[config.mk]
export PLATFORM = sky130hd
export DESIGN_NAME = mwrm_fifo
export DESIGN_NICKNAME = d
export VERILOG_FILES = /design/src/rtl/mwrm_pkg.sv /design/src/rtl/mwrm_fifo.sv
export SDC_FILE = /design/constraint.sdc
export NUM_CORES = 1
export LEC_CHECK = 0
export BUFFER_PORTS_ARGS = -buffer_cell sky130_fd_sc_hd__buf_2
export CELL_PAD_IN_SITES_DETAIL_PLACEMENT = 1
export CELL_PAD_IN_SITES_GLOBAL_PLACEMENT = 1
export CORE_ASPECT_RATIO = 1.4
export CORE_MARGIN = 2
export CORE_UTILIZATION = 48
export DETAILED_ROUTE_END_ITERATION = 7
export HOLD_SLACK_MARGIN = 0.03
export PLACE_DENSITY = 0.83
export SLEW_MARGIN = 20
export SYNTH_ARGS = -nofsm -noshare
export SYNTH_HDL_FRONTEND = slang
export SYNTH_SLANG_ARGS = --single-unit
[constraint.sdc]
create_clock -name clk -period 7.58 [get_ports clk]
set_clock_uncertainty 0.05 [all_clocks]
set_input_delay 1.137 -clock clk [delete_from_list [all_inputs] [get_ports clk]]
set_output_delay 1.137 -clock clk [all_outputs]
set_load 0.005 [all_outputs]
[src/rtl/mwrm_pkg.sv]
// ----------------------------------------------------------------------------
// mwrm_pkg
// Types and constants shared by the moving-window rms / mean block.
// ----------------------------------------------------------------------------
`default_nettype none

package mwrm_pkg;

    localparam int SAMPLE_W    = 16;            // input sample width
    localparam int LEN_W       = 11;            // window length register width
    localparam int SUM_W       = 42;            // signed running sum width
    localparam int DIV_W       = SUM_W - 1;     // magnitude of the running sum
    localparam int DIV_CNT_W   = $clog2(DIV_W);
    localparam int ROOT_IN_W   = 32;            // square root radicand width
    localparam int ROOT_W      = ROOT_IN_W / 2;
    localparam int VALUE_W     = 17;            // result value width
    localparam int IN_TDATA_W  = 16;
    localparam int OUT_TDATA_W = 24;
    localparam int OUT_TUSER_W = 1;
    localparam int CFG_ADDR_W  = 1;
    localparam int QUEUE_DEPTH = 2;

    typedef logic signed [SAMPLE_W-1:0] sample_t;
    typedef logic        [LEN_W-1:0]    len_t;
    typedef logic signed [SUM_W-1:0]    sum_t;
    typedef logic        [VALUE_W-1:0]  value_t;
    typedef logic        [CFG_ADDR_W-1:0] cfg_addr_t;

    localparam cfg_addr_t REG_WINDOW_LENGTH = 1'b0;
    localparam cfg_addr_t REG_MODE          = 1'b1;

    localparam logic MODE_RMS  = 1'b0;
    localparam logic MODE_MEAN = 1'b1;

    localparam len_t WINDOW_LENGTH_RESET = 11'd1024;

    // one word handed from the front end to the arithmetic back end
    typedef struct packed {
        sum_t sum;
        logic ready;
    } job_t;

    typedef enum logic [1:0] {
        F_IDLE,
        F_READ,
        F_SUM
    } front_state_t;

    typedef enum logic [1:0] {
        B_IDLE,
        B_DIV,
        B_SQRT,
        B_OUT
    } back_state_t;

endpackage

`default_nettype wire

[src/rtl/mwrm_fifo.sv]
// ----------------------------------------------------------------------------
// mwrm_fifo
// Short job queue between the front end and the back end.
// ----------------------------------------------------------------------------
`default_nettype none

module mwrm_fifo (
    input  wire logic           clk,
    input  wire logic           rst_n,
    input  wire logic           push,
    input  wire mwrm_pkg::job_t push_job,
    input  wire logic           pop,
    output mwrm_pkg::job_t      pop_job,
    output logic                empty,
    output logic                full
);
    import mwrm_pkg::*;

    localparam int PTR_W = $clog2(QUEUE_DEPTH);
    localparam int CNT_W = $clog2(QUEUE_DEPTH + 1);

    job_t             ent_reg [QUEUE_DEPTH];
    logic [PTR_W-1:0] wr_ptr_reg, wr_ptr_next;
    logic [PTR_W-1:0] rd_ptr_reg, rd_ptr_next;
    logic [CNT_W-1:0] count_reg, count_next;

    assign empty   = (count_reg == '0);
    assign full    = (count_reg == CNT_W'(QUEUE_DEPTH));
    assign pop_job = ent_reg[rd_ptr_reg];

    always_comb
    begin
        wr_ptr_next = wr_ptr_reg;
        rd_ptr_next = rd_ptr_reg;
        count_next  = count_reg;
        if (push)
        begin
            wr_ptr_next = (wr_ptr_reg == PTR_W'(QUEUE_DEPTH - 1)) ? '0
                                                                 : wr_ptr_reg + PTR_W'(1);
        end
        if (pop)
        begin
            rd_ptr_next = (rd_ptr_reg == PTR_W'(QUEUE_DEPTH - 1)) ? '0
                                                                 : rd_ptr_reg + PTR_W'(1);
        end
        if (push && !pop)
        begin
            count_next = count_reg + CNT_W'(1);
        end
        else if (pop && !push)
        begin
            count_next = count_reg - CNT_W'(1);
        end
    end

    always_ff @(posedge clk or negedge rst_n)
    begin
        if (!rst_n)
        begin
            wr_ptr_reg <= '0;
            rd_ptr_reg <= '0;
            count_reg  <= '0;
        end
        else
        begin
            wr_ptr_reg <= wr_ptr_next;
            rd_ptr_reg <= rd_ptr_next;
            count_reg  <= count_next;
        end
    end

    always_ff @(posedge clk)
    begin
        if (push)
        begin
            ent_reg[wr_ptr_reg] <= push_job;
        end
    end

endmodule

`default_nettype wire

; After elaboration in Yosys (flattened, before gate mapping)
; Memory sizes are Yosys's and may differ from the RTL's.
; Cells that the tools add are included.
[totals]
reg_bits = 4
ramBits = 86
input_bits = 47
out_inout_bits = 45
word_cells = 21
memories = 1
[op_classes]
add_sub_neg = 4
eq_ne = 1
n_mux = 6
reduce_logical = 6
[memory_table]
columns = memory, words, word_bits, rd, rd_ports_with_merged_regs, wr, line_no
row1 = ent_reg, 2, 43, 1, 0, 1, mwrm_fifo.sv:22  ; job_t ent_reg [QUEUE_DEPTH];
[op_table]
columns = operator, count
row1 = $mux W1, 4
row2 = $mux W2, 2
row3 = $add A1 B1 Y1 const B, 2
row4 = $add A2 B1 Y2 const B, 1
row5 = $eq A2 B2 Y1 const B, 1
row6 = $logic_and A1 B1 Y1, 2
row7 = $logic_not A1 Y1, 2
row8 = $logic_not A2 Y1, 1
row9 = $reduce_bool A2 Y1, 1
row10 = $sub A2 B1 Y2 const B, 1

; Logic depth before layout (Yosys ltp)
; Gate-level depths: netlist of the first run.
[depth]
word_depth = 4
depth_mapped = 5
mapped_depth_nobuf = 5

; Worst setup path before layout of the first run
; Ideal clock, no wire load.
[synth_path]
path_type = input -> register
start = in push
end = mem ent_reg[0][0] in the netlist's numbering (enable)
setup_ps = 449
t_arrival_ps = 3054
required_ps = 7081
setup_slack_ps = 4027
stages = 1
path_buffers = 0
path_cell_list = nor2b_1
[synth_between]
elab_chain_len = 2
[synth_rtl]
columns = element, line_no
row1 = from (decl), mwrm_fifo.sv:10  ; input wire logic push,
row2 = $mux W1, mwrm_fifo.sv:74  ; if (push)
row3 = $mux W1 (implied by the code), mwrm_fifo.sv:76  ; ent_reg[wr_ptr_reg] <= push_job;
row4 = to (decl), mwrm_fifo.sv:22
; Every way passes these cells.

==> reports/metrics.cfg, run 1 <==
[status]
status = finished, final reports clean

[floorplanning]
io_pins = 92
start_util_pct = 49.7
die_x_um = 76.1
core-area_um2 = 7030
dieArea_um2 = 7980
fp-row-count = 36
die_y_um = 105

[grt]
grt_pass1_vias = 1871
gr-usage-all-layers_pct = 15.7
antenna_found_initial = 0
grt_pass1_wl_um = 9350
grt_max_degree = 44
grt-ovfl-total = 0

[clock_tree]
htree_num_levels = 3
cts_buffer_depth = 2
cts-resized-gates = 0
insertion_delay_ns = 0.34
hold_buffers = 0
numCtsBuffers = 9
clock-root-buffer = clkbuf_8
clkSinkCount = 90
cts_setup_buffers = 0
cts_tree = done
clkTransAtPathRegs_ns = 0.07

[layout]
layout_common_cells = buf_2 (91), edfxtp_1 (86), mux2_4 (39), clkbuf_8 (9), clkbuf_1 (6)
diodes = 0
fin_area_um2 = 4150
fill_cells = 674
final_common_cell = buf_2
post-route-util_pct = 59.1
syn_to_final_growth_pct = 18.9
largest_register_ffs = 86
final_nets = 297
drive_gt1_share_pct = 58.7

[critical_path]
critical_path_buf_inv_count = 2
cp.required_ns = 6.39
crit_type = reg -> out
worstRegToRegCells = 2
cpLargestDelayFamily = flip-flops
reg2reg_slack_ns = 5.79
end_kind = output pin
cp-start-kind = register
cp_slowest_cell = dfrtp_2
path_max_fanout = 24
r2r-end = ent_reg[0][16]
path_cells = buf_4 -> mux2_2 -> buf_2
r2r_start = wr_ptr_reg
max_stage_delay_ns = 0.78
worst_ep_arrival_time_ns = 2.14

[pwr]
p_per_area_nw_per_um2 = 339
peakVddDrop_uv = 164
power_w = 0.00141
leakage_nw = 1.69

[min_path]
hold_class = reg -> reg
hold_path_end = count_reg[1]
holdPathStages = 1
hold_path_startpoint = count_reg[1]

[timing]
tightest_slew_ns = 0.636
slew_headroom_pct = 57.6
setup-violations-final = 0
slew_violations = 0
hold_violations = 0
totalNegativeSetupSlack_ns = 0
fin_crit_ns = 3.33
whs_ns = 0.452
rsz0062_at_grt = false
period_share_pct = 43.9
max_freq_mhz = 300

[synthesis]
synth_area_um2 = 3490
yosysTopAreaCellShare_pct = 74.0
ys_types = 13
postSynthAreaPerCell_um2 = 23.3
netlist.top_cell.by_area = edfxtp_1
synth.yosys.seq_area_share_pct = 76.8
syn_inst = 150
yosysWarnings = 0
synth_area_leaders = edfxtp_1 (74%), mux2_4 (17%), dfrtp_1 (2.9%)
ys_seq_elements = 90
synth_fp_nets = 198

[drt]
ant_nets = 0
viasPerCell = 4.80
drtIter0Drc = 99
wirelength_um = 5900
num_vias = 1675
first_pass_iters = 4
drt-wirelength-per-cell_um = 16.9
drc = 0

[placed_design]
gp_congestion = 0.688
portBuffers = 91
place_area_um2 = 4000
dp_hpwl_um = 4100

[job]
maxCapViolCount = 0

[cell usage after synthesis]
cell and instances:
dfrtp_1 4, mux2_4 39, edfxtp_1 86, nor2b_1 2, and2_1 1, ha_1 1
xnor2_1 1, buf_6 1, mux2_2 4, nor2_1 2, xor2_1 4, inv_1 1
buf_12 4
[layout make-up]
| class | count | area (µm²) | share of cell area [%] |
|---|---|---|---|
| Sequential cell | 90 | 2680 | 64.6 |
| Multi-Input combinational cell | 54 | 723 | 17.4 |
| Inverter | 1 | 3.75 | 0.0904 |
| Tap cell | 95 | 119 | 2.86 |
| Timing Repair Buffer | 93 | 470 | 11.3 |
| Clock inverter | 1 | 5.00 | 0.121 |
| Clock buffer | 15 | 146 | 3.53 |
[metrics by stage]
| stage | std cells | setup slack [ns] |
|---|---|---|
| floorplan | 150 | 4.03 |
| global placement | 333 | 4.58 |
| detailed placement | 333 | 4.56 |
| CTS | 349 | 4.18 |
| global route | 349 | 4.13 |
| finish | 349 | 4.25 |
[worst register-to-register path: cells and delay by family (launching register included)]
kind / cells / cell delay, ns
flops: 1 / 0.44
buf+inv: 1 / 0.43
simple gates: 1 / 0.53
[kinds of logic (layout without fill, tap and decap cells)]
group	after synthesis	in the layout	share of synthesized area (%)
simple gates	5	5	0.753
fa+ha+maj	1	1	0.358
flops	90	90	76.8
xor+xnor	5	5	1.25
mux	43	43	18.1
buf+inv	6	110	2.72
[power by group]
group	total [W]	internal, W	switching [W]
clock network	0.000265	0.000120	0.000146
logic	0.000422	0.000249	0.000174
registers	0.000722	0.000662	0.0000599
[worst max-delay path by stage]
stage | startpoint | endpoint | slack, ns | depth (start not counted)
final | rd_ptr_reg | pop_job[28] | 4.25 | 3
after CTS | rd_ptr_reg | pop_job[23] | 4.18 | 3
after global placement | rd_ptr_reg | pop_job[28] | 4.58 | 3
after floorplan | push | ent_reg[0][0] | 4.03 | 1
after global routing | rd_ptr_reg | pop_job[27] | 4.13 | 3
after detailed placement | rd_ptr_reg | pop_job[23] | 4.56 | 3
[metal layers]
metal	vias to the layer above	part of all wire [%]	global-route usage, %	wire length, µm
met5	-	0	0	0
met4	0	1.3	7.79	78
met3	8	5.1	4.49	303
met2	50	56	28.3	3310
met1	837	37	16.6	2200
li1	780	-	-	-
No activity file was read; power rests on OpenSTA's default activity.
==> run 2: changes to the inputs <==
Settings changed: ABC_AREA set to 1, CORE_UTILIZATION 48 to 40, PLACE_DENSITY 0.83 to 0.74.
Clock period 7.58 ns to 2.8 ns, I/O delays scaled along.
==> reports/metrics.cfg, run 2 <==
[floorplanning]
die_y_um = 115  ; +9.5%
die_x_um = 83.2  ; +9.3%
start_util_pct = 41.0  ; -8.7 points
core-area_um2 = 8560  ; +22%
dieArea_um2 = 9550  ; +20%
fp-row-count = 40  ; +11%
io_pins = 92  ; unchanged

[status]
status = finished, final reports clean

[drt]
drc = 0  ; unchanged
num_vias = 1723  ; +2.9%
first_pass_iters = 4  ; unchanged
viasPerCell = 4.64  ; -3.2%
ant_nets = 0  ; unchanged
wirelength_um = 5900  ; about the same
drt-wirelength-per-cell_um = 15.9  ; -5.9%
drtIter0Drc = 79  ; -20%

[synthesis]
ys_types = 14  ; +1
synth.yosys.seq_area_share_pct = 76.4  ; -0.44 points
postSynthAreaPerCell_um2 = 22.1  ; -5.1%
synth_common_cells = edfxtp_1 (86), mux2_4 (39), inv_1 (7)
yosysTopAreaCellShare_pct = 73.6  ; -0.42 points
ys_seq_elements = 90  ; unchanged
synth_area_leaders = edfxtp_1 (74%), mux2_4 (17%), dfrtp_1 (2.9%)
syn_inst = 159  ; +6.0%
netlist.top_cell.by_area = edfxtp_1
yosysWarnings = 0  ; unchanged
synth_area_um2 = 3510  ; +0.57%
async_flop_share_pct = 4.44  ; unchanged
synth_fp_nets = 207  ; +4.5%
synth_edf_count = 86  ; unchanged
synth.most_common_cell = edfxtp_1
synth-main-ff-cell = edfxtp_1

[timing]
slew_headroom_pct = 59.4  ; +1.8 points
totalNegativeSetupSlack_ns = 0  ; unchanged
fin_crit_ns = 2.14
period_share_pct = 76.4
max_freq_mhz = 467
setup-violations-final = 0  ; unchanged
hold_violations = 0  ; unchanged
rsz0062_at_grt = false
slew_violations = 0  ; unchanged
tightest_slew_ns = 0.606  ; -0.0306 ns

[grt]
grt_max_degree = 30  ; -32%
grt-ovfl-total = 0  ; unchanged
antenna_found_initial = 0  ; unchanged
grt_pass1_wl_um = 9090  ; -2.8%
gr-usage-all-layers_pct = 12.7  ; -3.0 points
grt_pass1_vias = 1906  ; +1.9%

[layout]
ff_latch_area_um2 = 2680  ; unchanged
final_nets = 309  ; +4.0%
fill_cells = 815  ; +21%
multi_input_area_um2 = 718  ; -0.69%
syn_to_final_growth_pct = 25.0
diodes = 0  ; unchanged
post-route-util_pct = 51.3  ; -7.8 points
drive_gt1_share_pct = 57.5  ; -1.1 points
fin_area_um2 = 4390  ; +5.7%
largest_register_ffs = 86  ; unchanged
layout_common_cells = buf_2 (91), edfxtp_1 (86), mux2_4 (39), clkbuf_16 (9), inv_1 (6)
final_common_cell = buf_2

[placed_design]
dp_hpwl_um = 4010  ; -2.1%
gp_congestion = 0.653  ; -5.1%
portBuffers = 91  ; unchanged
place_area_um2 = 4070  ; +1.8%

[clock_tree]
cts-resized-gates = 0  ; unchanged
clkTransAtPathRegs_ns = 0.06  ; about the same
cts_buffer_depth = 2  ; unchanged
clock-root-buffer = clkbuf_16
numCtsBuffers = 9  ; unchanged
insertion_delay_ns = 0.33  ; about the same
htree_num_levels = 3  ; unchanged
cts_setup_buffers = 0  ; unchanged
cts_tree = done
clkSinkCount = 90  ; unchanged

[pwr]
p_per_area_nw_per_um2 = 991  ; +190%
leakage_nw = 1.80  ; +7.0%
power_w = 0.00435  ; +210%
peakVddDrop_uv = 614  ; +270%

[critical_path]
path_max_fanout = 29  ; +21%
worst_ep_arrival_time_ns = 1.67  ; -0.47 ns
end_kind = output pin
cp.required_ns = 2.33  ; -4.06 ns
cp-start-kind = register
crit_type = reg -> out

[job]
maxCapViolCount = 0  ; unchanged

[min_path]
hold_class = in -> reg

-- run 2: changes by cell type in the layout (fill, tap and decap cells not counted), moves of 2 or more --
cell | before | now
clkbuf_8 | 9 | 3
inv_1 | 1 | 6
clkinv_1 | 0 | 2
clkbuf_1 | 6 | 2
nand2_1 | 0 | 5
buf_12 | 0 | 2
xor2_1 | 4 | 2
clkbuf_16 | 0 | 9
-- run 2: cells by family after synthesis --
logic type / count (synthesis) / synth area share (%)
xor gates and xnor gates: 3 / 0.749
adders and majority gates: 1 / 0.356
buffers and inverters: 12 / 3.35
DFF: 90 / 76.4
muxes: 43 / 18.0
and+or+nand+nor: 10 / 1.18
-- run 2: per-stage QoR --
stage                     cells  worst slack, ns  hold slack [ns]
after floorplan             159           0.0375           0.0744
after global placement      354            0.995            0.185
after detailed placement    354            0.982            0.190
after CTS                   371            0.628            0.213
after global routing        371            0.585            0.219
final                       371            0.660            0.227
-- run 2: area by class of cell --
type	instances	share of cell area, %
Clock buffer	14	6.24
Inverter	7	0.599
Sequential cell	90	61.2
Timing Repair Buffer	96	11.9
Multi-Input combinational cell	57	16.4
Clock inverter	2	0.770
Tap cell	105	2.99
-- run 2: path summary, 6_finish.rpt --
check	start	endpoint	slack (ns)	depth (start not counted)
worst max-delay path	rd_ptr_reg	pop_job[23]	0.66	3
min in group asynchronous	rst_n	count_reg[0]	0.38	2
worst max register to register	wr_ptr_reg	ent_reg[1][7]	1.09	3
worst min-delay path	push_job[27]	ent_reg[1][27]	0.23	1
max in group asynchronous	rst_n	rd_ptr_reg	2.18	2
worst min register to register	count_reg[1]	count_reg[1]	0.46	2
-- run 2: routing by layer --
| metal | vias up | global-route usage, % | part of all wire, % |
|---|---|---|---|
| met4 | 0 | 6.45 | 1.5 |
| met2 | 57 | 24.0 | 57 |
| met1 | 849 | 12.0 | 34 |
| met5 | - | 0 | 0 |
| li1 | 809 | - | - |
| met3 | 8 | 4.45 | 7.0 |
-- run 2: what timing repair did --
action / in CTS / in global routing
hold buffers: 1 / 0
hold endpoints to repair: 4 / 0
setup endpoints to repair: 0 / 0
-- run 2: worst max-delay path, stage by stage (launching register included) --
cell	delay, ns
dfrtp_2	0.36
buf_4	0.44
mux2_2	0.40
buf_2	0.12
-- run 2: power breakdown --
group	total, W	leakage, nW	internal, W	switching, W
Combinational	0.00128	0.800	0.000703	0.000573
Clock	0.00120	0.151	0.000762	0.000438
Sequential	0.00187	0.853	0.00179	0.0000814
Total	0.00435	1.80	0.00326	0.00109
==> run 3: changes to the inputs <==
Settings changed: ABC_AREA 1 to 0, CORE_UTILIZATION 40 to 44, PLACE_DENSITY 0.74 to 0.77.
Clock period 2.8 ns to 2.2 ns, I/O delays scaled along.
==> reports/metrics.cfg, run 3 (same netlist as run 1, synthesis figures left out) <==
[status]
status = finished, final reports clean

[grt]
grt_pass1_vias = 1829  ; -4.0%
grt-ovfl-total = 0  ; unchanged
gr-usage-all-layers_pct = 14.4  ; +1.7 points
grt_pass1_wl_um = 9000  ; -0.91%
antenna_found_initial = 0  ; unchanged
grt_max_degree = 45  ; +50%

[floorplanning]
die_y_um = 109  ; -4.8%
die_x_um = 79.3  ; -4.7%
fp-row-count = 38  ; -5.0%
io_pins = 92  ; unchanged
dieArea_um2 = 8670  ; -9.2%
start_util_pct = 45.0  ; +4.0 points
core-area_um2 = 7750  ; -9.4%

[pwr]
peakVddDrop_uv = 902  ; +47%
p_per_area_nw_per_um2 = 1230  ; +24%
leakage_nw = 1.75  ; -3.1%
power_w = 0.00528  ; +21%

[placed_design]
preCtsSetupSlack_ns = 0.628  ; -0.354 ns
portBuffers = 91  ; unchanged
dp_hpwl_um = 3990  ; -0.38%
dpl.cell_count = 341  ; -3.7%
gp_congestion = 0.708  ; +8.4%

[drt]
ant_nets = 0  ; unchanged
drt-wirelength-per-cell_um = 16.6  ; +4.3%
viasPerCell = 4.64  ; about the same
drc = 0  ; unchanged
first_pass_iters = 4  ; unchanged
wirelength_um = 5930  ; +0.63%
drtIter0Drc = 66  ; -16%
num_vias = 1661  ; -3.6%

[layout]
syn_to_final_growth_pct = 22.7
ff_latch_area_um2 = 2680  ; unchanged
fin_cells = 358  ; -3.5%
diodes = 0  ; unchanged
fill_cells = 731  ; -10%
final_common_cell = buf_2
final_nets = 301  ; -2.6%
layout_common_cells = buf_2 (91), edfxtp_1 (86), mux2_4 (39), clkbuf_8 (9)
drive_gt1_share_pct = 60.5  ; +2.9 points
multi_input_area_um2 = 722  ; +0.52%
largest_register_ffs = 86  ; unchanged

[clock_tree]
cts_buffer_depth = 2  ; unchanged
clock-root-buffer = clkbuf_8
numCtsBuffers = 9  ; unchanged
htree_num_levels = 3  ; unchanged
insertion_delay_ns = 0.34  ; about the same
clkTransAtPathRegs_ns = 0.08  ; +0.02 ns
cts_tree = done
clkSinkCount = 90  ; unchanged
cts-resized-gates = 0  ; unchanged
cts_setup_buffers = 0  ; unchanged
hold_buffers = 1  ; unchanged

[job]
maxCapViolCount = 0  ; unchanged

[timing]
slew_violations = 0  ; unchanged
setup-violations-final = 0  ; unchanged
hold_violations = 0  ; unchanged
fin_crit_ns = 1.94
slew_headroom_pct = 77.3  ; +18 points
period_share_pct = 88.0
setup_ws_ns = 0.265  ; -0.395 ns
totalNegativeSetupSlack_ns = 0  ; unchanged
whs_ns = 0.115  ; -0.112 ns
rsz0062_at_grt = false
tightest_slew_ns = 0.340  ; -0.265 ns
max_freq_mhz = 517

[critical_path]
crit_type = reg -> out
max_stage_delay_ns = 0.38  ; -0.06 ns
cp_slowest_cell = dfrtp_2
r2r_start = wr_ptr_reg
r2r-end = ent_reg[1][19]
path_max_fanout = 44  ; +52%
worst_ep_arrival_time_ns = 1.56  ; -0.11 ns
end_kind = output pin
path_cells = buf_12 -> mux2_2 -> buf_2
cp.required_ns = 1.82  ; -0.51 ns
endpoint = pop_job[23]
critPathLaunch = rd_ptr_reg
cp-start-kind = register
worstRegToRegCells = 2  ; -1
reg2reg_slack_ns = 0.88  ; -0.21 ns

[min_path]
hold_class = in -> reg

[run 3: cell types whose count changed in the layout (fill, tap and decap cells not counted), sizes merged, moves of 2 or more]
cell,before,now
inv,6,1
bufinv,1,3
nor2b,0,2
xor2,2,4
nand2,5,0
clkbuf,14,10
[run 3: worst max-delay path, delay by kind of cell (launching register included)]
family | cells | cell delay, ns
buffers and inverters | 2 | 0.44
DFF | 1 | 0.38
muxes | 1 | 0.38
[run 3: how the worst min path moves through the flow]
| stage | cells after the start | to | slack [ns] | from |
|---|---|---|---|---|
| 3_5_place_dp | 1 | count_reg[1] | 0.1 | rst_n |
| 2_1_floorplan | 0 | count_reg[0] | -0.02 | rst_n |
| 4_1_cts | 1 | ent_reg[1][5] | 0.09 | push_job[5] |
| 3_3_place_gp | 1 | count_reg[1] | 0.09 | rst_n |
| 5_1_grt | 1 | ent_reg[0][5] | 0.09 | push_job[5] |
| 6_report | 2 | rd_ptr_reg | 0.12 | pop |
[run 3: final cells by class]
class / count / area share [%]
clock inverter: 6 / 2.48
inverter: 1 / 0.0876
multi-input combinational: 54 / 16.9
sequential: 90 / 62.6
timing repair buffer: 97 / 12.0
tap: 100 / 2.92
clock buffer: 10 / 2.98
[run 3: per-layer routing]
metal | wire [µm] | share of wire [%] | GRT usage, %
met5 | 0 | 0 | 0
met4 | 95 | 1.6 | 5.91
met3 | 287 | 4.8 | 5.01
met2 | 3300 | 56 | 25.8
met1 | 2250 | 38 | 15.4
[run 3: stage by stage]
step,cell area (µm²),utilization [%]
6_report,4280,55.3
5_1_grt,4280,55.3
4_1_cts,4280,55.3
3_5_place_dp,4040,52.1
3_3_place_gp,4040,52.1
2_1_floorplan,3490,-
[run 3: power breakdown]
group	switching (W)	internal [W]
Combinational	0.000703	0.000896
Sequential	0.000114	0.00228
Clock	0.000541	0.000749
Total	0.00136	0.00392
