### config.mk
export PLATFORM = sky130hd
export DESIGN_NAME = mwrm_back
export DESIGN_NICKNAME = d
export VERILOG_FILES = /design/src/rtl/mwrm_pkg.sv /design/src/rtl/mwrm_back.sv
export SDC_FILE = /design/constraint.sdc
export NUM_CORES = 1
export LEC_CHECK = 0
export BUFFER_PORTS_ARGS = -buffer_cell sky130_fd_sc_hd__buf_4
export CAP_MARGIN = 20
export CORE_MARGIN = 3
export CORE_UTILIZATION = 41
export DETAILED_ROUTE_END_ITERATION = 10
export GPL_TIMING_DRIVEN = 0
export SYNTH_ARGS = -nofsm -noshare
export SYNTH_HDL_FRONTEND = slang
export SYNTH_SLANG_ARGS = --single-unit
export TNS_END_PERCENT = 50
### constraint.sdc
create_clock -name clk -period 6 [get_ports clk]
set_input_delay 0.6 -clock clk [delete_from_list [all_inputs] [get_ports clk]]
set_output_delay 0.6 -clock clk [all_outputs]
set_load 0.05 [all_outputs]
### src/rtl/mwrm_pkg.sv
// ----------------------------------------------------------------------------
// mwrm_pkg
// Types and constants shared by the moving-window rms / mean block.
// ----------------------------------------------------------------------------
`default_nettype none

package mwrm_pkg;

    localparam int SAMPLE_W    = 16;            // input sample width
    localparam int LEN_W       = 11;            // window length register width
    localparam int SUM_W       = 42;            // signed running sum width
    localparam int DIV_W       = SUM_W - 1;     // magnitude of the running sum
    localparam int DIV_CNT_W   = $clog2(DIV_W);
    localparam int ROOT_IN_W   = 32;            // square root radicand width
    localparam int ROOT_W      = ROOT_IN_W / 2;
    localparam int VALUE_W     = 17;            // result value width
    localparam int IN_TDATA_W  = 16;
    localparam int OUT_TDATA_W = 24;
    localparam int OUT_TUSER_W = 1;
    localparam int CFG_ADDR_W  = 1;
    localparam int QUEUE_DEPTH = 2;

    typedef logic signed [SAMPLE_W-1:0] sample_t;
    typedef logic        [LEN_W-1:0]    len_t;
    typedef logic signed [SUM_W-1:0]    sum_t;
    typedef logic        [VALUE_W-1:0]  value_t;
    typedef logic        [CFG_ADDR_W-1:0] cfg_addr_t;

    localparam cfg_addr_t REG_WINDOW_LENGTH = 1'b0;
    localparam cfg_addr_t REG_MODE          = 1'b1;

    localparam logic MODE_RMS  = 1'b0;
    localparam logic MODE_MEAN = 1'b1;

    localparam len_t WINDOW_LENGTH_RESET = 11'd1024;

    // one word handed from the front end to the arithmetic back end
    typedef struct packed {
        sum_t sum;
        logic ready;
    } job_t;

    typedef enum logic [1:0] {
        F_IDLE,
        F_READ,
        F_SUM
    } front_state_t;

    typedef enum logic [1:0] {
        B_IDLE,
        B_DIV,
        B_SQRT,
        B_OUT
    } back_state_t;

endpackage

`default_nettype wire

### src/rtl/mwrm_back.sv
// ----------------------------------------------------------------------------
// mwrm_back
// Divides the running sum by the window length one bit a cycle, takes the
// integer square root two bits a cycle in rms mode, and holds the result in
// an output register.
// ----------------------------------------------------------------------------
`default_nettype none

module mwrm_back (
    input  wire logic            clk,
    input  wire logic            rst_n,
    input  wire mwrm_pkg::len_t  len,
    input  wire logic            mode,
    input  wire logic            job_valid,
    input  wire mwrm_pkg::job_t  job,
    output logic                 pop,
    output logic                 out_valid,
    input  wire logic            out_ready,
    output mwrm_pkg::value_t     out_value,
    output logic                 out_ready_res
);
    import mwrm_pkg::*;

    back_state_t            state_reg, state_next;
    logic [LEN_W-1:0]       rem_reg, rem_next;
    logic [DIV_W-1:0]       quo_reg, quo_next;
    logic                   neg_reg, neg_next;
    logic [DIV_CNT_W-1:0]   cnt_reg, cnt_next;
    logic [ROOT_IN_W-1:0]   sq_x_reg, sq_x_next;
    logic [ROOT_W+1:0]      sq_rem_reg, sq_rem_next;
    logic [ROOT_W-1:0]      root_reg, root_next;
    value_t                 res_reg, res_next;
    logic                   res_ok_reg, res_ok_next;
    logic                   out_valid_reg, out_valid_next;
    value_t                 out_value_reg, out_value_next;
    logic                   out_ok_reg, out_ok_next;

    logic [LEN_W:0]         div_sh;
    logic                   div_bit;
    logic [DIV_W-1:0]       quo_step;
    logic [ROOT_W+1:0]      sq_sh;
    logic [ROOT_W+1:0]      sq_trial;
    logic                   sq_bit;
    logic [ROOT_W-1:0]      root_step;
    logic [SUM_W-1:0]       sum_mag;
    value_t                 quo_low;

    assign div_sh    = {rem_reg, quo_reg[DIV_W-1]};
    assign div_bit   = (div_sh >= {1'b0, len});
    assign quo_step  = {quo_reg[DIV_W-2:0], div_bit};
    assign quo_low   = quo_step[VALUE_W-1:0];
    assign sq_sh     = {sq_rem_reg[ROOT_W-1:0], sq_x_reg[ROOT_IN_W-1 -: 2]};
    assign sq_trial  = {root_reg, 2'b01};
    assign sq_bit    = (sq_sh >= sq_trial);
    assign root_step = {root_reg[ROOT_W-2:0], sq_bit};
    assign sum_mag   = job.sum[SUM_W-1] ? -job.sum : job.sum;

    assign out_valid     = out_valid_reg;
    assign out_value     = out_value_reg;
    assign out_ready_res = out_ok_reg;

    always_ff @(posedge clk or negedge rst_n)
    begin
        if (!rst_n)
        begin
            state_reg     <= B_IDLE;
            out_valid_reg <= 1'b0;
        end
        else
        begin
            state_reg     <= state_next;
            out_valid_reg <= out_valid_next;
        end
    end

    always_ff @(posedge clk)
    begin
        rem_reg       <= rem_next;
        quo_reg       <= quo_next;
        neg_reg       <= neg_next;
        cnt_reg       <= cnt_next;
        sq_x_reg      <= sq_x_next;
        sq_rem_reg    <= sq_rem_next;
        root_reg      <= root_next;
        res_reg       <= res_next;
        res_ok_reg    <= res_ok_next;
        out_value_reg <= out_value_next;
        out_ok_reg    <= out_ok_next;
    end

    always_comb
    begin
        state_next     = state_reg;
        rem_next       = rem_reg;
        quo_next       = quo_reg;
        neg_next       = neg_reg;
        cnt_next       = cnt_reg;
        sq_x_next      = sq_x_reg;
        sq_rem_next    = sq_rem_reg;
        root_next      = root_reg;
        res_next       = res_reg;
        res_ok_next    = res_ok_reg;
        out_value_next = out_value_reg;
        out_ok_next    = out_ok_reg;
        out_valid_next = out_valid_reg && !out_ready;
        pop            = 1'b0;

        unique case (state_reg)
            B_IDLE:
            begin
                if (job_valid)
                begin
                    pop = 1'b1;
                    if (job.ready)
                    begin
                        neg_next    = job.sum[SUM_W-1];
                        quo_next    = sum_mag[DIV_W-1:0];
                        rem_next    = '0;
                        cnt_next    = DIV_CNT_W'(DIV_W - 1);
                        res_ok_next = 1'b1;
                        state_next  = B_DIV;
                    end
                    else
                    begin
                        res_next    = '0;
                        res_ok_next = 1'b0;
                        state_next  = B_OUT;
                    end
                end
            end
            B_DIV:
            begin
                rem_next = div_bit ? LEN_W'(div_sh - {1'b0, len}) : div_sh[LEN_W-1:0];
                quo_next = quo_step;
                cnt_next = cnt_reg - DIV_CNT_W'(1);
                if (cnt_reg == '0)
                begin
                    if (mode == MODE_MEAN)
                    begin
                        // truncate toward zero: divide the magnitude, restore the sign
                        res_next   = neg_reg ? -quo_low : quo_low;
                        state_next = B_OUT;
                    end
                    else
                    begin
                        sq_x_next   = neg_reg ? '0 : quo_step[ROOT_IN_W-1:0];
                        sq_rem_next = '0;
                        root_next   = '0;
                        cnt_next    = DIV_CNT_W'(ROOT_W - 1);
                        state_next  = B_SQRT;
                    end
                end
            end
            B_SQRT:
            begin
                sq_rem_next = sq_bit ? sq_sh - sq_trial : sq_sh;
                sq_x_next   = {sq_x_reg[ROOT_IN_W-3:0], 2'b00};
                root_next   = root_step;
                cnt_next    = cnt_reg - DIV_CNT_W'(1);
                if (cnt_reg == '0)
                begin
                    res_next   = VALUE_W'(root_step);
                    state_next = B_OUT;
                end
            end
            B_OUT:
            begin
                // load when the output word is free or being taken
                if (!out_valid_reg || out_ready)
                begin
                    out_valid_next = 1'b1;
                    out_value_next = res_reg;
                    out_ok_next    = res_ok_reg;
                    state_next     = B_IDLE;
                end
            end
            default:
            begin
                state_next = B_IDLE;
            end
        endcase
    end

endmodule

`default_nettype wire

**Word-level counts from Yosys, hierarchy flattened**

Index checks and enable logic that the tools add are counted.

- Register bits after elaboration: 162
- Bits of input ports: 59
- Output and inout port bits: 20

- $add $sub $neg: 5
- $lt $le $gt $ge: 2
- Eq/ne operators: 11
- Muxes and demuxes: 43
- Reduce and logical (&&, ||, !) cells: 17

Operators by type and width:

| cell | count |
|---|---|
| two-way mux 41 bit | 3 |
| two-way mux 17 bit | 6 |
| two-way mux 32 bit | 3 |
| one-hot mux 41 bit (2 select lines) | 1 |
| two-way mux 16 bit | 5 |
| one-hot mux 16 bit (2 select lines) | 2 |
| one-hot mux 32 bit (2 select lines) | 1 |
| one-hot mux 17 bit (3 select lines) | 1 |
| negator 41 bit | 1 |
| two-way mux 11 bit | 3 |
| two-way mux 6 bit | 4 |
| one-hot mux 11 bit (2 select lines) | 1 |
| greater-or-equal comparator 18 bit | 1 |
| one-hot mux 6 bit (3 select lines) | 1 |
| negator 17 bit | 1 |
| inequality test 2 bit, second input constant | 8 |
| subtractor 16 bit | 1 |
| greater-or-equal comparator 12 x 11 -> 1 bit | 1 |
| AND reduction 3 bit | 4 |
| subtractor 11 bit | 1 |
| two-way mux 2 bit | 5 |
| one-hot mux 2 bit (4 select lines) | 1 |
| logical NOT 6 bit | 1 |
| two-way mux 1 bit | 6 |
| 12 further kinds | 16 |

**Logic depth before layout (Yosys ltp)**

Gate-level depths: netlist (run 1).

- Word-level depth: 6
- Mapped depth: 15

**Least setup slack after synthesis (run 1)**

No wires, ideal clock.

- Path type: register to register
- Start point: reg state_reg[1]
- End point: reg root_reg[0] (enable)
- Library setup time: 0.514 ns
- Arrival: 4.403 ns
- Data required time: 5.486 ns
- Slack: 1.084 ns
- Stages on the path, launching flop included: 6
- Cells stage by stage: dfrtp_1 inv_1 ha_1 clkbuf_8 clkbuf_1 mux2i_1

- Word-level cells in the longest chain between the ends: 3
- Elaborated cells between the ends (all ways): 6
- Classes of those cells: eq/ne (4); reduce/logical (2)

RTL lines:

| item | RTL line | source |
|---|---|---|
| start: declaration | mwrm_back.sv:24 | `back_state_t state_reg, state_next;` |
| start signal: assignment | mwrm_back.sv:71 | `state_reg <= state_next;` |
| == test 2 x 1 -> 1 bit or == test 2 bit (tied branches) | mwrm_back.sv:108 | `unique case (state_reg)` |
| inequality test 2 bit (no source line) or nonzero test 2 bit (tied branches) | -- |  |
| AND reduction 3 bit (no source line) * | -- |  |
| end signal: assignment | mwrm_back.sv:84 | `root_reg <= root_next;` |
| end: declaration | mwrm_back.sv:31 | `logic [ROOT_W-1:0] root_reg, root_next;` |

Every way passes the cells marked *; elsewhere a longest branch is shown, timed or not.
A chain may end at the register's enable or synchronous reset.

**Final worst setup path (run 1)**

- Start point: reg quo_reg[40]
- End point: reg res_reg[12], data pin

- Word-level cells in the longest chain between the ends: 6

RTL lines:

| item | RTL line | source |
|---|---|---|
| start: declaration | mwrm_back.sv:26 | `logic [DIV_W-1:0] quo_reg, quo_next;` |
| start signal: assignment | mwrm_back.sv:79 | `quo_reg <= quo_next;` |
| greater-or-equal comparator 12 x 11 -> 1 bit | mwrm_back.sv:49 | `assign div_bit = (div_sh >= {1'b0, len});` |
| negator 17 bit | mwrm_back.sv:141 | `res_next = neg_reg ? -quo_low : quo_low;` |
| two-way mux 17 bit | mwrm_back.sv:141 |  |
| two-way mux 17 bit | mwrm_back.sv:138 | `if (mode == MODE_MEAN)` |
| two-way mux 17 bit | mwrm_back.sv:136 | `if (cnt_reg == '0)` |
| one-hot mux 17 bit (3 select lines) | mwrm_back.sv:108 |  |
| via res_next[12] | mwrm_back.sv:32 | `value_t res_reg, res_next;` |
| end signal: assignment | mwrm_back.sv:85 | `res_reg <= res_next;` |
| end: declaration | mwrm_back.sv:32 |  |

The timed path passes the listed nets, and every way through them passes these cells. The select of a mux whose other input is x is not followed.

==> results of run 1 <==
-- area by class of cell --
type                            instances  area, um^2  area share
Multi-Input combinational cell        596        4000       0.369
Clock inverter                         15         166      0.0154
Inverter                               52         195      0.0180
Timing Repair Buffer                   83         674      0.0623
Sequential cell                       162        4850       0.448
Clock buffer                           17         425      0.0393
Buffer                                 37         170      0.0157
Tap cell                              280         350      0.0324
-- per-stage QoR --
stage | cell area, um^2 | setup WS, ns | hold slack [ns] | util
floorplan | 9180 | 1.08 | 0.304 | -
global placement | 10100 | -0.991 | 0.391 | 0.462
detailed placement | 10200 | 2.04 | 0.391 | 0.467
CTS | 10800 | 2.36 | 0.372 | 0.495
global route | 10800 | 2.06 | 0.379 | 0.495
finish | 10800 | 2.35 | 0.382 | 0.495
-- kinds of logic (layout without fill, tap and decap cells) --
logic type | Yosys count | count (layout)
AOI/OAI and AO/OA | 222 | 222
buffers and inverters | 89 | 204
DFF | 162 | 162
xor gates and xnor gates | 74 | 74
and+or+nand+nor | 239 | 239
muxes | 23 | 23
adders and majority gates | 38 | 38
-- power groups by stage --
stage / logic (mW) / clock network, mW / registers, mW
after floorplan: 1.77 / 0 / 2.42
after global placement: 2.57 / 0 / 2.38
after detailed placement: 2.69 / 0 / 2.32
after CTS: 2.70 / 1.11 / 2.30
after global routing: 2.99 / 1.16 / 2.36
final: 2.69 / 1.10 / 2.30
-- synth_stat cells (13+ instances only) --
| library cell | instances |
|---|---|
| edfxtp_1 | 159 |
| nand2_1 | 86 |
| o21ai_0 | 85 |
| nor2_1 | 65 |
| inv_1 | 52 |
| xor2_1 | 44 |
| ha_1 | 37 |
| xnor2_1 | 30 |
| clkbuf_1 | 29 |
| a21oi_1 | 26 |
| a22o_1 | 25 |
| mux2i_1 | 18 |
| o31ai_1 | 16 |
| nor3_1 | 14 |
| nand3_1 | 13 |
-- worst register-to-register path, stage by stage, from the launching register on --
cell      delay [ns]
edfxtp_1        0.34
inv_1           0.04
ha_1            0.20
fa_1            0.41
nand2b_1        0.18
a21oi_1         0.23
o21ai_0         0.15
nand3_1         0.21
buf_1           0.48
inv_1           0.22
ha_1            0.23
inv_1           0.13
or2_4           0.18
nand2_1         0.07
xnor2_1         0.21
o21ai_0         0.11
-- metal layers --
metal / track usage / share of wire / routed length [um]
met1: 0.246 / 0.48 / 10000
met2: 0.287 / 0.47 / 9820
met3: 0.0300 / 0.044 / 934
met4: 0.0479 / 0.014 / 286
met5: 0 / 0 / 0
-- how the worst min path moves through the flow --
stage,to,slack [ns],cells past startpoint
2_1_floorplan,out_valid,0.30,0
3_3_place_gp,out_valid,0.39,1
3_5_place_dp,state_reg[0],0.39,1
4_1_cts,res_ok_reg,0.37,1
5_1_grt,res_ok_reg,0.38,1
6_report,res_ok_reg,0.38,1
==> flow_summary.json, run 1 <==
{
  "worstSetupStartpointType": "register",
  "layout_common_cells": "edfxtp_1, nand2_1, o21ai_0",
  "p_seq_frac": 0.378,
  "p_comb_frac": 0.441,
  "start_util": 0.420,
  "place.port_buffers": 78,
  "wl_um": 21100,
  "cts_root_buffer": "clkbuf_16",
  "finalSetupTns_ns": 0,
  "switching_share": 0.403,
  "cts-buffers-inserted": 17,
  "fmax_mhz": 274,
  "cts.path.max_buffers": 2,
  "crit_cells": 15,
  "nFillCells": 2048,
  "leakagePower_nw": 4.11,
  "report.final.slew_viol_count": 0,
  "irDropWorstVdd_mv": 0.200,
  "p_sw_mw": 2.46,
  "grt_pass1_vias": 6597,
  "syn_area_um2": 9180,
  "rows": 54,
  "chipWidth_um": 156,
  "firstDrtPassIters": 5,
  "max-cap-violations": 0,
  "die-area_um2": 24200,
  "grt_pass1_wl_um": 34100,
  "cp_max_fo": 10,
  "worstMarginPinSlew_ns": 0.913,
  "dp_hpwl_um": 15700,
  "crit_family": "buffers and inverters",
  "startpoint": "quo_reg[40]",
  "synthCells": 847,
  "synth_nets": 944,
  "status": "completed",
  "critPathMaxStageDelay_ns": 0.47,
  "critPathCapture": "res_reg[12]",
  "rsz0062_at_grt": "no",
  "synth_edf_count": 159,
  "final_cell_count_no_fill": 1242,
  "synth_compound_area_frac": 0.161,
  "worstPathArrival_ns": 3.82,
  "clock_power_share": 0.181,
  "largest_reg_flops": 41,
  "avgRoutedWirePerCell_um": 17.0,
  "grt_usage": 0.176,
  "synth_cell_types": 67,
  "yosysTopAreaCell": "edfxtp_1",
  "path_class": "register to register",
  "cp.required_ns": 6.17,
  "r2r-end": "res_reg[12]",
  "synthMuxAreaShare": 0.0257,
  "p_int_mw": 3.64,
  "crit_top_cell": "inv_1",
  "final_nets": 1046,
  "hold_viol": 0,
  "synth-seq-area-share": 0.528,
  "layout-drive-gt1-share": 0.143,
  "cts_tree": "done",
  "avgSynthCellArea_um2": 10.8,
  "drc": 0,
  "r2r-start": "quo_reg[40]",
  "async_reset_ff_frac": 0.0185,
  "layout.cells.most_common": "edfxtp_1",
  "synthAdderAreaFrac": 0.0526,
  "core_area_um2": 21900,
  "r2r_slack_ns": 2.35,
  "synthSimpleGateAreaFrac": 0.123,
  "crit_buf_inv": 4,
  "cp_slowest_cell": "buf_1",
  "antenna_found_initial": 0,
  "gp_congestion": 0.847,
  "clkSinkCount": 162,
  "vias": 6720,
  "cts_setup_buffers": 0,
  "synthTopCellsByArea": "edfxtp_1, ha_1, o21ai_0, xor2_1, nand2_1",
  "synth_top_family_by_area": "compound AO/OA/AOI/OAI gates",
  "antenna_left": 0,
  "grt_max_degree": 30,
  "first_iter_violations": 419,
  "p_total_mw": 6.09,
  "gr-total-overflow": 0,
  "path_cells": "inv_1 -> ha_1 -> fa_1 -> nand2b_1 -> a21oi_1 -> o21ai_0 -> nand3_1 -> buf_1 -> inv_1 -> ha_1 -> inv_1 -> or2_4 -> nand2_1 -> xnor2_1 -> o21ai_0",
  "routed_via_density": 5.41,
  "skew_ns": 0.0122,
  "min_path_type": "input port to register",
  "crit_path_end_kind": "register",
  "fin_crit_sh": 0.609,
  "place_inst": 1209,
  "ys_warn_count": 0,
  "ys_seq_elements": 162,
  "relSlewSlack": 0.386,
  "clk_pin_slew_ns": 0.07,
  "synth_top_area_share": 0.520,
  "cts_hold_buf": 1,
  "worstHoldStart": "job[0]",
  "period_needed_ns": 3.65,
  "num_antenna_cells": 0,
  "power.density_nw_per_um2": 562,
  "cts_resized": 0,
  "htreeDepth": 4,
  "syn_to_final_growth_pct": 17.9,
  "io-pin-count": 79,
  "fp.dieH_um": 156,
  "clk_latency_ns": 0.43,
  "ff2ff_path_depth": 15,
  "synth_xor_area_frac": 0.0706,
  "finalSetupViolCount": 0,
  "synthFlopType": "edfxtp_1"
}
No activity file was read; power rests on OpenSTA's default activity.
==> inputs of run 2 (changes only) <==
==> constraint.sdc (replaced) <==
create_clock -name clk -period 3 [get_ports clk]
set_input_delay 0.3 -clock clk [delete_from_list [all_inputs] [get_ports clk]]
set_output_delay 0.3 -clock clk [all_outputs]
set_load 0.05 [all_outputs]
==> flow_summary.json, run 2 (synthesis results as in run 1) <==
{
  "status": "completed",
  "num_antenna_cells": 0,
  "layout.cells.most_common": "edfxtp_1",
  "routed_via_density": 5.36,
  "drc": 0,
  "grt_max_degree": 32,
  "crit_top_cell": "or4_4",
  "gr-total-overflow": 0,
  "cp.required_ns": 3.16,
  "htreeDepth": 4,
  "clk_latency_ns": 0.42,
  "final_cell_count_no_fill": 1251,
  "place_inst": 1209,
  "chipWidth_um": 156,
  "nFillCells": 2040,
  "r2r_slack_ns": 0.03,
  "holdPathStages": 1,
  "period_needed_ns": 2.97,
  "worstMarginPinSlew_ns": 0.927,
  "fmax_mhz": 336,
  "clkSinkCount": 162,
  "power.density_nw_per_um2": 1120,
  "core_area_um2": 21900,
  "antenna_left": 0,
  "die-area_um2": 24200,
  "place.port_buffers": 78,
  "skew_ns": 0.00945,
  "layout_common_cells": "edfxtp_1, buf_4, nand2_1",
  "crit_cells": 7,
  "min_path_type": "input port to register",
  "rows": 54,
  "ff2ff_path_depth": 7,
  "dp_hpwl_um": 15700,
  "placedInstanceArea_um2": 10200,
  "rsz0062_at_grt": "yes",
  "worstPathArrival_ns": 3.14,
  "path_class": "register to register",
  "grt_pass1_wl_um": 34100,
  "max-cap-violations": 0,
  "critPathMaxStageDelay_ns": 0.56,
  "syn_to_final_growth_pct": 19.7,
  "irDropWorstVdd_mv": 0.485,
  "path_cells": "or4_4 -> or4_4 -> or4_4 -> or2_4 -> o31ai_4 -> xor2_1 -> o21ai_1",
  "worstSetupStartpointType": "register",
  "cp_slowest_cell": "or4_4",
  "grt_pass1_vias": 6508,
  "first_iter_violations": 327,
  "leakagePower_nw": 4.18,
  "cts_tree": "done",
  "clk_pin_slew_ns": 0.06,
  "cts-buffers-inserted": 17,
  "report.final.slew_viol_count": 0,
  "grt_usage": 0.177,
  "crit_family": "simple AND/OR/NAND/NOR gates",
  "fp.dieH_um": 156,
  "final_nets": 1057,
  "antenna_found_initial": 0,
  "io-pin-count": 79,
  "largest_reg_flops": 41,
  "crit_buf_inv": 0,
  "cts_root_buffer": "clkbuf_16",
  "wl_um": 21200,
  "avgRoutedWirePerCell_um": 17.0,
  "fin_crit_sh": 0.991,
  "firstDrtPassIters": 5,
  "vias": 6703,
  "relSlewSlack": 0.376,
  "cp_max_fo": 4,
  "gp_congestion": 0.864,
  "crit_path_end_kind": "register",
  "cts.path.max_buffers": 2,
  "hold_viol": 0,
  "start_util": 0.420,
  "finalSetupViolCount": 0,
  "layout-drive-gt1-share": 0.168,
  "fin_area_um2": 11000
}
==> run 2: report_power, final <==
part	total (mW)	switching, mW	leakage (nW)	internal (mW)
clock network	2.07	0.868	0.262	1.20
registers	4.59	0.548	1.55	4.04
logic	5.62	3.48	2.37	2.14
total	12.3	4.90	4.18	7.39
==> run 2: layer usage <==
metal  vias up  part of all wire  track usage
li1       3338                 -            -
met1      3207              0.48        0.250
met2       142              0.46        0.283
met3        16             0.042       0.0363
met4         0            0.0094       0.0396
met5         -                 0            0
==> run 2: per-stage QoR <==
| step | setup slack (ns) | TNS [ns] | hold WS, ns | util | power [mW] |
|---|---|---|---|---|---|
| after floorplan | -0.0332 | -0.591 | 0.00441 | - | 8.35 |
| after global placement | -1.10 | -140.35 | 0.0895 | 0.463 | 9.82 |
| after detailed placement | -0.655 | -19.68 | 0.0937 | 0.467 | 9.99 |
| after CTS | 0.00657 | 0 | 0.0815 | 0.496 | 12.2 |
| after global routing | -0.0204 | -0.0266 | 0.0832 | 0.502 | 13.2 |
| final | 0.0258 | 0 | 0.0935 | 0.502 | 12.3 |
==> run 2: what timing repair did <==
action / CTS / global route
endpoints found under the hold margin: 3 / 0
pin swaps: 4 / 7
resized for setup: 14 / 18
hold buffers: 1 / 0
buffers inserted: 5 / 6
setup endpoints to repair: 86 / 40
==> run 2: worst reg2reg max path, delay by kind of cell, from the launching register on <==
kind	cells	cell delay, ns
AND/OR/NAND/NOR	4	1.75
flip-flops	1	0.43
AO/OA/AOI/OAI	2	0.27
XOR/XNOR	1	0.26
==> run 2: final cells by class <==
type,instances,area (um^2),area share
inverters,52,198,0.0180
clock buffers,18,429,0.0391
clock inverters,12,118,0.0107
flip-flops and latches,162,4850,0.441
well taps,280,350,0.0319
plain buffers,37,188,0.0171
multi-input cells,596,4110,0.374
repair buffers,94,749,0.0682
==> run 2: worst paths after layout <==
| kind | start | end |
|---|---|---|
| worst max-delay path | quo_reg[2] | res_reg[14] |
| worst min-delay path | job[0] | res_ok_reg |
| worst max register to register | quo_reg[2] | res_reg[14] |
| worst min register to register | res_reg[15] | out_value[15] |
| max in group asynchronous | rst_n | state_reg[1] |
| min in group asynchronous | rst_n | state_reg[0] |
==> inputs of run 3 (changes only) <==
--- a/config.mk
+++ b/config.mk
@@ -5,12 +5,14 @@
 export SDC_FILE = /design/constraint.sdc
 export NUM_CORES = 1
 export LEC_CHECK = 0
+export ABC_CLOCK_PERIOD_IN_PS = 3000
 export BUFFER_PORTS_ARGS = -buffer_cell sky130_fd_sc_hd__buf_4
 export CAP_MARGIN = 20
 export CORE_MARGIN = 3
 export CORE_UTILIZATION = 41
 export DETAILED_ROUTE_END_ITERATION = 10
 export GPL_TIMING_DRIVEN = 0
+export RECOVER_POWER = 50
 export SYNTH_ARGS = -nofsm -noshare
 export SYNTH_HDL_FRONTEND = slang
 export SYNTH_SLANG_ARGS = --single-unit
==> flow_summary.json, run 3 (synthesis results as in run 1) <==
{
  "antenna_found_initial": 0,
  "layout_common_cells": "edfxtp_1, nand2_1, o21ai_0",
  "path_class": "register to register",
  "syn_to_final_growth_pct": 18.5,
  "grt_pass1_vias": 6508,
  "fin_crit_sh": 0.990,
  "finalSetupViolCount": 0,
  "crit_path_end_kind": "register",
  "routed_via_density": 5.35,
  "report.final.slew_viol_count": 0,
  "first_iter_violations": 342,
  "irDropWorstVdd_mv": 0.485,
  "worstHoldStart": "out_ready",
  "fp.dieH_um": 156,
  "place.port_buffers": 78,
  "layout_setup_ws_ns": 0.0304,
  "dp_hpwl_um": 15700,
  "vias": 6690,
  "worstMarginPinSlew_ns": 1.10,
  "num_antenna_cells": 0,
  "layout-drive-gt1-share": 0.138,
  "max-cap-violations": 0,
  "io-pin-count": 79,
  "grt_usage": 0.177,
  "cts.path.max_buffers": 2,
  "holdPathStages": 3,
  "gr-total-overflow": 0,
  "largest_reg_flops": 41,
  "min_path_type": "input port to register",
  "period_needed_ns": 2.97,
  "cts_tree": "done",
  "worstSetupStartpointType": "register",
  "status": "completed",
  "avgRoutedWirePerCell_um": 17.0,
  "cts-buffers-inserted": 17,
  "wl_um": 21300,
  "grt_pass1_wl_um": 34100,
  "clkSinkCount": 162,
  "drc": 0,
  "nFillCells": 2054,
  "power.density_nw_per_um2": 1120,
  "die-area_um2": 24200,
  "clk_latency_ns": 0.42,
  "pre_cts_ws_ns": -0.655,
  "cts_root_buffer": "clkbuf_16",
  "place_inst": 1209,
  "final_nets": 1057,
  "antenna_left": 0,
  "rsz0062_at_grt": "yes",
  "core_area_um2": 21900,
  "cp_max_fo": 4,
  "relSlewSlack": 0.264,
  "ff2ff_path_depth": 7,
  "htreeDepth": 4,
  "grt_max_degree": 32,
  "worstPathArrival_ns": 3.13,
  "cp.required_ns": 3.16,
  "worstHoldEndpoint": "out_valid",
  "timing.hold.ws_ns": 0.182,
  "rows": 54,
  "clk_pin_slew_ns": 0.06,
  "leakagePower_nw": 4.08,
  "firstDrtPassIters": 4,
  "layout.cells.most_common": "edfxtp_1",
  "r2r-end": "res_reg[14]",
  "r2r-start": "quo_reg[2]",
  "start_util": 0.420,
  "skew_ns": 0.00960,
  "gp_congestion": 0.864,
  "hold_viol": 0,
  "fmax_mhz": 337,
  "chipWidth_um": 156,
  "final_cell_count_no_fill": 1251,
  "r2r_slack_ns": 0.03
}
run 3: what timing repair did:
action | in CTS | in global routing
hold endpoints to repair | 3 | 0
pin swaps | 4 | 7
setup endpoints to repair | 86 | 40
setup buffers | 5 | 6
cloned | 0 | 0
resized for setup | 14 | 18
hold buffers | 1 | 0
run 3: worst max-delay path by stage:
stage / start / end / cells past startpoint
finish: quo_reg[2] / res_reg[14] / 7
global route: root_reg[0] / sq_rem_reg[11] / 10
CTS: quo_reg[2] / res_reg[14] / 7
detailed placement: len[0] / res_reg[2] / 13
global placement: state_reg[1] / res_reg[14] / 7
floorplan: state_reg[1] / res_reg[0] / 7
run 3: routing by layer:
layer	up-vias	routed length [um]	track usage
met2	136	9880	0.283
met5	-	0	0
met4	0	170	0.0396
met1	3202	10400	0.250
li1	3340	-	-
met3	12	820	0.0363
run 3: power breakdown:
group          leakage [nW]  total, mW  switching (mW)  internal, mW
clock                 0.262       2.07           0.868          1.20
sequential             1.55       4.59           0.545          4.04
combinational          2.26       5.55            3.49          2.06
total                  4.08       12.2            4.90          7.30
run 3: through the flow:
step / util / instance area [um^2] / power, mW / TNS [ns]
after floorplan: - / 9200 / 8.35 / -0.591
after global placement: 0.463 / 10100 / 9.82 / -140.35
after detailed placement: 0.467 / 10200 / 9.99 / -19.68
after CTS: 0.496 / 10900 / 12.2 / 0
after global routing: 0.497 / 10900 / 13.1 / -0.163
final: 0.497 / 10900 / 12.2 / 0
run 3: area by class of cell:
cell class	count	area, um^2	share of cell area
tap	280	350	0.0322
multi-input combinational	596	4100	0.377
sequential	162	4850	0.446
clock inverter	12	118	0.0108
clock buffer	18	429	0.0394
inverter	52	198	0.0182
buffer	37	185	0.0170
timing repair buffer	94	652	0.0599
run 3: critical path, stage by stage (launching register included):
cell and delay (ns):
edfxtp_1 0.43, or4_4 0.56, or4_4 0.45, or4_4 0.46, or2_4 0.28, o31ai_4 0.18, xor2_1 0.26, o21ai_1 0.09
